**src/rfc_pkg.sv**
```systemverilog
// Package for the request frame checker: status codes, header layout
// offsets and the CRC-32C byte update. Depends on nothing.
package rfc_pkg;
	localparam int unsigned HeaderBytes = 80;
	localparam int unsigned HeaderCrcOffset = 76;
	localparam int unsigned ReservedOffset = 52;
	localparam int unsigned ReservedBytes = 24;
	localparam int unsigned TrailerBytes = 4;
	localparam logic [31:0] CrcPoly = 32'h82F6_3B78;
	localparam logic [63:0] Magic = 64'h3151_4552_5144_4843;

	typedef enum logic [2:0] {
		ST_OK = 3'd0,
		ST_LENGTH = 3'd1,
		ST_MAGIC = 3'd2,
		ST_HDR_CRC = 3'd3,
		ST_VERSION = 3'd4,
		ST_HDR_INVALID = 3'd5,
		ST_FRAME_CRC = 3'd6,
		ST_PAYLOAD_CRC = 3'd7
	} status_t;

	typedef enum logic [1:0] {
		CFG_MIN_PAYLOAD = 2'd0,
		CFG_MAX_PAYLOAD = 2'd1,
		CFG_MAX_FRAME = 2'd2
	} cfg_index_t;

	function automatic logic [31:0] crc32c_byte(input logic [31:0] crc, input logic [7:0] b);
		logic [31:0] c;
		c = crc ^ {24'd0, b};
		for (int k = 0; k < 8; k++) begin
			c = c[0] ? ((c >> 1) ^ CrcPoly) : (c >> 1);
		end
		return c;
	endfunction
endpackage

```
**src/rfc_verdict.sv**
```systemverilog
// Verdict logic of the request frame checker: ranks the checks in order.
// Depends on rfc_pkg.
module rfc_verdict import rfc_pkg::*; #(
	parameter int unsigned LENGTH_BITS = 32
) (
	input  logic [LENGTH_BITS-1:0] frame_len,
	input  logic                   len_saturated,
	input  logic [31:0]            min_payload_length,
	input  logic [31:0]            max_payload_length,
	input  logic [31:0]            max_frame_length,
	input  logic                   magic_ok,
	input  logic                   reserved_zero,
	input  logic [31:0]            hcrc_run,
	input  logic [31:0]            hcrc_field,
	input  logic [31:0]            version_word,
	input  logic [31:0]            header_length_field,
	input  logic [63:0]            total_length_field,
	input  logic [63:0]            source_field,
	input  logic [63:0]            target_field,
	input  logic [63:0]            payload_length_field,
	input  logic [31:0]            frame_crc,
	input  logic [31:0]            tail_window,
	input  logic [31:0]            pcrc_run,
	input  logic [31:0]            payload_crc_field,
	output status_t                status
);
	localparam int unsigned WideBits = (LENGTH_BITS > 34) ? LENGTH_BITS + 1 : 35;
	logic [WideBits-1:0] n_w, min_frame_w, expect_pl_w;
	logic len_bad, hdr_bad, pl_neg;

	always_comb begin
		n_w = WideBits'(frame_len);
		min_frame_w = WideBits'(HeaderBytes + TrailerBytes) + WideBits'(min_payload_length);
		len_bad = len_saturated || (n_w < min_frame_w) || (n_w > WideBits'(max_frame_length));
		expect_pl_w = n_w - WideBits'(HeaderBytes + TrailerBytes);
		// The difference wraps for a frame shorter than the fixed overhead; such
		// a frame fails the length check first anyway.
		pl_neg = n_w < WideBits'(HeaderBytes + TrailerBytes);
		hdr_bad = (header_length_field != 32'(HeaderBytes)) ||
			(total_length_field != 64'(frame_len)) ||
			(source_field == 64'd0) || (target_field == 64'd0) ||
			(source_field == target_field) || !reserved_zero ||
			(payload_length_field < 64'(min_payload_length)) ||
			(payload_length_field > 64'(max_payload_length)) ||
			pl_neg || (payload_length_field != 64'(expect_pl_w));
		if (len_bad) status = ST_LENGTH;
		else if (!magic_ok) status = ST_MAGIC;
		else if (~hcrc_run != hcrc_field) status = ST_HDR_CRC;
		else if (version_word != 32'd1) status = ST_VERSION;
		else if (hdr_bad) status = ST_HDR_INVALID;
		else if (~frame_crc != tail_window) status = ST_FRAME_CRC;
		else if (~pcrc_run != payload_crc_field) status = ST_PAYLOAD_CRC;
		else status = ST_OK;
	end
endmodule

```
**config.mk**
```make
export PLATFORM = sky130hd
export DESIGN_NAME = rfc_verdict
export DESIGN_NICKNAME = d
export VERILOG_FILES = /design/src/rfc_pkg.sv /design/src/rfc_verdict.sv
export SDC_FILE = /design/constraint.sdc
export NUM_CORES = 1
export LEC_CHECK = 0
export ABC_AREA = 0
export BUFFER_PORTS_ARGS = -buffer_cell sky130_fd_sc_hd__buf_2
export CAP_MARGIN = 40
export CORE_AREA = 2 2 253 255
export DETAILED_ROUTE_END_ITERATION = 8
export DIE_AREA = 0 0 255 257
export SYNTH_ARGS = -nofsm -noshare
export SYNTH_HDL_FRONTEND = slang
export SYNTH_SLANG_ARGS = --single-unit
export TNS_END_PERCENT = 20
```
**constraint.sdc**
```tcl
create_clock -name vclk -period 3.7
set_clock_uncertainty 0.15 [all_clocks]
set_input_delay 0.37 -clock vclk [all_inputs]
set_output_delay 0.37 -clock vclk [all_outputs]
set_load 0.01 [all_outputs]
```
==> impl_results.md, run 1 <==
- Status: finished, violations left
- Failing checks: setup timing
- Seq Cell Count: 0
- Vias/cell: ~4.4
- Post-route minimum period: 4.214 ns
- Hold Path Class: input port to output port
- Hold Slack: 1.066 ns
- Ratio of final minimum period to clock period: 113.9%
- RSZ-0062 raised after global routing: yes
- Residual DRC: 0
- Buf+Inv Stages, Crit Path: 4
- Peak supply drop: ~0.062 mV
- WP depth: 19
- Sequential share of the synthesized area: 0%
- Mux cell area share after synthesis: less than 1%
- Synth top area cells: ha_1 (20%), xor2_1 (16%), xnor2_1 (11%), nor4_1 (9.8%), nand4_1 (6.5%)
- Row count: 92
- Cts hold-fix bufs: 0
- Largest family of logic cells by synthesized area: simple AND/OR/NAND/NOR gates
- 1st-pass router iterations: 5
- Die H: around 260 um
- Initial DRC Count: 739
- Nets: between 2,000 and 3,000
- Final Non-Filler Cells: about 2,800
- Synth Area in XOR/XNOR: between 20 and 30%
- Family with the most delay on the worst path: simple AND/OR/NAND/NOR gates
- Most instantiated cells after synthesis: xor2_1 (151), ha_1 (128), nor4_1 (128), inv_1 (109), xnor2_1 (99)
- Synth Area in Simple Gates: a little over a third
- WS Path Type: input port to output port
- Die Footprint: roughly 66,000 sq um
- Crit path launch type: input port
- Post-route setup slack: -0.5138 ns
- Top-count cell post-synth: xor2_1
- Vias in the first global route: 12,057
- Leak pwr: ~6.9 nW
- CP Cell Sequence: buf_8 -> inv_6 -> nor4_4 -> nand3_2 -> nor2_4 -> nand3_2 -> or3_4 -> nor2_4 -> nand2_1 -> xnor2_1 -> ha_2 -> o21ai_0 -> nand2b_1 -> a21oi_1 -> a311oi_1 -> nand4b_1 -> buf_12 -> a211oi_1 -> buf_2
- Synth-to-Final Area Change: 73.49%
- Max cap viols: 0
- CP max FO: 3
- Total gr overflow: 0
- Max frequency: 0.2373 GHz
- Initial antenna violation count: 25
- Final Setup Violations: 3
- CLK BUF: 0
- Synthesized area per cell: between 7 and 8 sq um
- Ys Warns: 0
- CP Capture Type: output port
- Critical Path Source: min_payload_length[9]
- Complex-gate fraction of the synthesized area: between 10% and 20%
- Worst path required time: ~3.2 ns
- Die X: 255 um
- Post-Place Setup Slack: -0.9571 ns
- Grt peak-use layer: met2
- Routing usage on met1: 20.80%
- Post-synthesis cell count: about 1,100
- Met3 Track Usage GR: roughly 2.7%
- CP Capture Point: status[2]
- Final GP Congestion: 1.013
- Cell taking the most area after synthesis: ha_1
- Critical Path AT: about 3.7 ns
- Pin count of the biggest net entering global routing: 12
- Met2 usage: approximately 29%
- Total power per unit cell area: 110.9 nW/um^2
- Routed WL: 60,080 um
- GRT Overall Usage: between 15 and 20%
- DRT antenna net count: 0
- Slew @ Worst Pin: around 0.63 ns
- Initial Utilization: 13.05%
- Fraction of layout cells with a size suffix above 1: 44.77%
- Slowest cell delay on critical path: 0.39 ns
- Number of port buffers: 646
- Total chip power: roughly 0.0016 W
- Detailed-route wire length per cell: about 21 um
- Fin area: 14,200 sq um
- Max_slew headroom: around 57%
- CORE AREA: ~63,000 sq um
- HPWL after detailed placement: ~56,000 um
- Register area: 0 sq um
- Max-slew violation count: 0
- Mapped cell area: ~8200 sq um
- Synth Area in Adders: approximately a fifth
- Vias: between 10,000 and 15,000
- Slowest-stage cell, CP: or3_4
- Yosys cell types: 69
- Syn nets: 1,920
- Share of the synthesized area in the top cell type: 19.57%
- Final hold violation count: 0
- Placed insts: around 2,800
- FILL cells: just over 7,000
- Global-route wire length before repair: 79,580 um
- I/O pin count: 646
- Placed Area: between 10,000 and 15,000 sq um
==> through the flow <==
step                      setup TNS, ns  utilization [%]
final                            -1.449            22.63
after global routing             -2.051            22.62
after CTS                        -1.543            22.47
after detailed placement         -2.764            22.24
after global placement           -2.801            22.24
after floorplan                       0                -
==> layer usage <==
| layer | up-vias | share of wire [%] |
|---|---|---|
| li1 | 6033 | - |
| met1 | 5651 | 41 |
| met2 | 622 | 47 |
| met3 | 107 | 7.2 |
| met4 | 12 | 4.3 |
| met5 | - | 0.13 |
==> logic make-up (layout without fill, tap and decap cells) <==
logic type | count (synthesis) | in the layout
adder cells (fa/ha/maj) | 128 | 128
AND/OR/NAND/NOR | 496 | 496
XOR/XNOR | 250 | 250
other | 0 | 9
AO/OA/AOI/OAI | 156 | 156
buffers and inverters | 117 | 958
multiplexers | 2 | 2
==> layout by cell type, fill, tap and decap left out, types with 5 or more instances in the layout <==
cell / Yosys / routed
buf_4: 1 / 200
nor4_1: 128 / 124
or4_1: 9 / 9
a211oi_1: 9 / 9
nand3_1: 32 / 30
and3_1: 6 / 6
nand4b_1: 8 / 8
a2111oi_0: 9 / 7
nand2b_1: 9 / 9
nor3_1: 37 / 34
nand2_1: 52 / 50
nand4_1: 85 / 85
nor2b_1: 15 / 15
a21oi_1: 49 / 48
buf_2: 0 / 642
ha_1: 128 / 126
o21a_1: 11 / 11
o21ai_1: 3 / 6
xor2_1: 151 / 151
a21o_1: 16 / 16
o21ai_0: 24 / 21
inv_1: 109 / 106
nor4b_1: 8 / 8
nor2_1: 64 / 59
diode_2: 0 / 9
nor3_2: 2 / 5
xnor2_1: 99 / 99
==> report_power, final <==
group / leakage (nW) / switching [W] / internal (W)
clock: 0.0000570 / 0 / 0.000000000327
combinational: 6.93 / 0.000834 / 0.000740
sequential: 0 / 0 / 0
==> tightest hold or removal path, stage by stage <==
cell and delay (ns):
buf_2 0.18, a211o_1 0.17, buf_2 0.13
==> cell type report <==
class                           count  area [sq um]  share of cell area [%]
Multi-Input combinational cell   1032          7903                   55.66
Inverter                          110         420.4                   2.961
Tap cell                          846          1059                   7.455
Antenna cell                        9         22.52                  0.1586
Timing Repair Buffer              848          4795                   33.77
==> repair_timing <==
action,in CTS,in global routing
pin swaps,18,13
setup endpoints to repair,3,3
buffers inserted,3,2
resized for setup,33,15
==> worst min-delay path by stage <==
stage,from,slack (ns),to,cells past startpoint
final,magic_ok,1.07,status[0],3
after global routing,magic_ok,1.07,status[0],3
after CTS,magic_ok,1.08,status[0],3
after detailed placement,magic_ok,1.07,status[0],3
after global placement,magic_ok,1.05,status[0],3
after floorplan,magic_ok,0.72,status[2],2
No activity file was read; power rests on OpenSTA's default activity.
==> inputs of run 2 (changes only) <==
- PLACE_DENSITY_LB_ADDON: not set -> 0.3
==> run 2 against run 1 <==
Net effect:
- the run still ends with setup timing left
- critical endpoint is now status[1]
- via count increased by 1.7%
- combinational power about the same
- flip-flop and latch count unchanged
- die area unchanged
- count of clock-buffer cells in the layout unchanged
- worst setup slack got worse by 0.078 ns
- total power increased by 1.6%
- largest power group unchanged
==> impl_results.md, run 2 (synthesis results as in run 1) <==
- HPWL after detailed placement: roughly 62,000 um
- Peak supply drop: approximately 0.042 mV
- Die H: 257 um
- WS Path Type: input port to output port
- Commonest non-fill, non-tap cell in the layout: buf_2
- Final GP Congestion: between 1 and 1.5
- 1st-pass router iterations: 5
- CP Capture Type: output port
- Ratio of final minimum period to clock period: 116.0%
- Final Non-Filler Cells: 2,872
- Initial DRC Count: between 600 and 700
- Total chip power: approximately 0.0016 W
- Initial Utilization: 13.05%
- Vias/cell: about 4.4
- Cts hold-fix bufs: 0
- CORE AREA: roughly 63,000 sq um
- Residual DRC: 0
- FILL cells: 7,166
- Synth-to-Final Area Change: 76.12%
- Post-route minimum period: 4.292 ns
- Final Setup Violations: 3
- Total power per unit cell area: approximately 110 nW/um^2
- Status: finished, violations left
- Max_slew headroom: between 50% and 60%
- Total gr overflow: 0
- Global-route wire length before repair: around 90,000 um
- Failing checks: setup timing
- CLK BUF: 0
- Hold Path Class: input port to output port
- Worst path required time: ~3.2 ns
- Initial antenna violation count: between 40 and 50
- Max frequency: ~0.23 GHz
- Slew @ Worst Pin: just over 0.7 ns
- Crit path launch type: input port
- CP max FO: 3
- Vias: about 13,000
- Critical Path AT: ~3.8 ns
- Max-slew violation count: 0
- Register area: 0 sq um
- Nets: between 2,000 and 3,000
- Leak pwr: ~7.0 nW
- RSZ-0062 raised after global routing: yes
- Seq Cell Count: 0
- Fraction of layout cells with a size suffix above 1: 45.59%
- DRT antenna net count: 0
- Placed insts: approximately 2,900
- Most frequent cells in the layout: buf_2 (641), buf_4 (212), xor2_1 (151), ha_1 (125), nor4_1 (124)
- Routed WL: 65,800 um
- Vias in the first global route: between 10,000 and 15,000
- Final hold violation count: 0
- Row count: 92
- Pin count of the biggest net entering global routing: 12
- Post-route setup slack: -0.5921 ns
- GRT Overall Usage: approximately a fifth
- Die X: roughly 260 um
- Die Footprint: ~66,000 sq um
- Detailed-route wire length per cell: between 20 and 25 um
- Max cap viols: 0
- Number of port buffers: 646
- I/O pin count: 646
-- run 2: cell type report --
type               count  area, sq um  share of cell area [%]
diodes                21        52.55                  0.3646
inverters            110        415.4                   2.882
repair buffers       863         4942                   34.29
well taps            846         1059                   7.344
multi-input cells   1032         7945                   55.12
-- run 2: timing repair --
item / 4_1_cts / 5_1_grt
gates resized for setup: 43 / 11
setup buffers: 1 / 0
pin swaps: 22 / 11
endpoints found under the setup margin: 3 / 3
-- run 2: where the power goes --
group | leakage [nW] | internal [W] | switching, W | total [W]
combinational | 7.05 | 0.000758 | 0.000842 | 0.00160
sequential | 0 | 0 | 0 | 0
clock | 0.000133 | 0.000000000769 | 0 | 0.000000000769
-- run 2: worst paths after layout --
| kind | start | end | slack (ns) | cells past startpoint |
|---|---|---|---|---|
| hold / removal | magic_ok | status[0] | 1.08 | 3 |
| setup / recovery | min_payload_length[9] | status[1] | -0.59 | 20 |
-- run 2: critical path, stage by stage --
cell,delay (ns)
buf_6,0.07
inv_2,0.04
nor4_4,0.31
nand3_2,0.17
nor2_4,0.15
nand3_2,0.10
or3_4,0.37
nor2_4,0.13
nand2_1,0.09
xnor2_1,0.15
ha_2,0.20
a2111oi_4,0.37
nand2_1,0.15
nor3_2,0.18
o21ai_1,0.11
a21oi_2,0.12
nand4b_1,0.25
buf_12,0.16
o21ba_4,0.15
buf_6,0.12
-- run 2: stage by stage --
stage               cell area [sq um]  setup TNS (ns)  hold WS [ns]  utilization [%]  setup slack, ns
floorplan                        8197               0        0.7215                -         0.008640
global placement                14120          -3.115         1.063            22.50           -1.079
detailed placement              14120          -2.894         1.087            22.50          -0.9983
CTS                             14300          -1.931         1.092            22.79          -0.6695
global route                    14410          -2.412         1.109            22.97          -0.8081
finish                          14410          -1.685         1.079            22.98          -0.5921
-- run 2: routing by layer --
layer | global-route usage, % | up-vias | part of all wire [%]
li1 | - | 6062 | -
met1 | 21.98 | 5913 | 40
met2 | 34.81 | 548 | 51
met3 | 2.175 | 106 | 5.1
met4 | 7.294 | 10 | 3.1
met5 | 0 | - | 0.10
==> inputs of run 3 (changes only) <==
- GPL_ROUTABILITY_DRIVEN: not set -> 0
- clock period: 3.7 -> 3.9 ns (I/O delays scaled with it)
==> run 3 against run 2 <==
Net effect:
- the run still ends with setup timing left
- hold slack better by 0.033 ns
- utilization is 0.79 points lower
- design area is 3.4% lower
- routed wire length is 8.3% lower
- count of clock-buffer cells in the layout stayed put
- total power is 9.2% lower
- worst setup slack better by 0.26 ns
- final cell count is 1.7% lower
- die area stayed put
- flip-flop and latch count stayed put
- combinational power is 9% lower
- largest power group unchanged
==> impl_results.md, run 3 (synthesis results as in run 1) <==
- Status: finished, violations left
- Failing checks: setup timing
- Pin count of the biggest net entering global routing: 12
- Total power per unit cell area: roughly 100 nW/um^2
- Register area: 0 sq um
- Die X: around 260 um
- Initial antenna violation count: 39
- Ratio of final minimum period to clock period: 108.5%
- Worst path required time: between 3 and 4 ns
- Commonest non-fill, non-tap cell in the layout: buf_2
- I/O pin count: 646
- Most frequent cells in the layout: buf_2 (645), buf_4 (166), xor2_1 (151), ha_1 (127), nor4_1 (126)
- Vias/cell: 4.351
- HPWL after detailed placement: approximately 57,000 um
- Fraction of layout cells with a size suffix above 1: a little over two fifths
- RSZ-0062 raised after global routing: yes
- Initial Utilization: 13.05%
- Max-slew violation count: 0
- 1st-pass router iterations: 5
- Hold Path Class: input port to output port
- Row count: 92
- CP Capture Type: output port
- Initial DRC Count: roughly 740
- Peak supply drop: 0.04865 mV
- CLK BUF: 0
- Leak pwr: 6.779 nW
- Max_slew headroom: a little under three fifths
- Post-Place Setup Slack: -0.6525 ns
- Number of port buffers: ~650
- DR top layer: met5
- Crit path launch type: input port
- Post-route setup slack: -0.3310 ns
- Critical Path AT: about 3.7 ns
- FILL cells: around 7,000
- Vias: 12,279
- Die H: approximately 260 um
- M1 wire length: about 24,000 um
- Post-route minimum period: 4.231 ns
- Final Setup Violations: 3
- Max cap viols: 0
- Max frequency: roughly 0.24 GHz
- Final hold violation count: 0
- Metal2 WL: 29,390 um
- Detailed-route wire length per cell: approximately 21 um
- DRT antenna net count: 0
- Routed WL: 60,350 um
- WS Path Type: input port to output port
- Synth-to-Final Area Change: 70.07%
- CP max FO: 3
- Slew @ Worst Pin: approximately 0.65 ns
- Total gr overflow: 0
- Global-route wire length before repair: approximately 80,000 um
- Vias in the first global route: around 12,000
- Seq Cell Count: 0
- CORE AREA: about 63,000 sq um
- Multi-input logic area: a little under 8000 sq um
- Total chip power: about 0.0015 W
- Final Util: between 20% and 30%
- Hold Slack: 1.112 ns
- Met3 wire length: between 4000 and 5000 um
- GRT Overall Usage: 16.95%
- Die Footprint: approximately 66,000 sq um
- Residual DRC: 0
- Nets: around 2,700
## run 3: cell types whose count changed in the layout (fill, tap and decap cells not counted), moves of 3 or more
cell / before / now
buf_4: 212 / 166
buf_6: 6 / 1
buf_2: 641 / 645
inv_1: 106 / 109
## run 3: path summary, 6_finish.rpt
path	startpoint	end	cells after the start	slack, ns
max	min_payload_length[9]	status[2]	20	-0.33
min	magic_ok	status[0]	3	1.11
## run 3: what timing repair did
action,CTS,global route
setup endpoints to repair,3,3
pin swaps,11,5
resized for setup,22,9
setup buffers,2,0
hold buffers,0,0
## run 3: cell type report
class                      instances  area share, %
multi-input combinational       1032          56.55
tap                              846          7.605
timing repair buffer             814          32.52
inverter                         110          2.967
antenna                           20         0.3596
## run 3: power breakdown
group / switching, W / internal (W)
Sequential: 0 / 0
Combinational: 0.000775 / 0.000677
Clock: 0 / 0.000000000692
Total: 0.000775 / 0.000677
## run 3: metrics by stage
stage	instances	TNS, ns	area [sq um]
3_3_place_gp	2800	-2.015	13710
3_5_place_dp	2800	-1.855	13710
2_1_floorplan	1149	0	8184
4_1_cts	2802	-1.060	13820
6_report	2822	-0.9703	13920
5_1_grt	2818	-1.653	13910
## run 3: worst max-delay path, cell delays in order
cell and delay [ns]:
buf_2 0.10, inv_1 0.06, nor4_1 0.21, buf_4 0.17, nand3_4 0.10, nor2_4 0.13, nand3_2 0.11, or3_4 0.39
nor2_4 0.10, nand2_1 0.07, xnor2_1 0.13, ha_2 0.31, o21ai_0 0.07, nand2b_1 0.08, a21oi_1 0.06, a311oi_1 0.31
nand4b_1 0.27, buf_12 0.22, a211oi_1 0.23, buf_2 0.18
## run 3: metal layers
layer | vias to the layer above | global-route usage [%]
met4 | 20 | 6.254
li1 | 5958 | -
met2 | 568 | 30.16
met3 | 111 | 2.691
met1 | 5622 | 20.28
met5 | - | 0
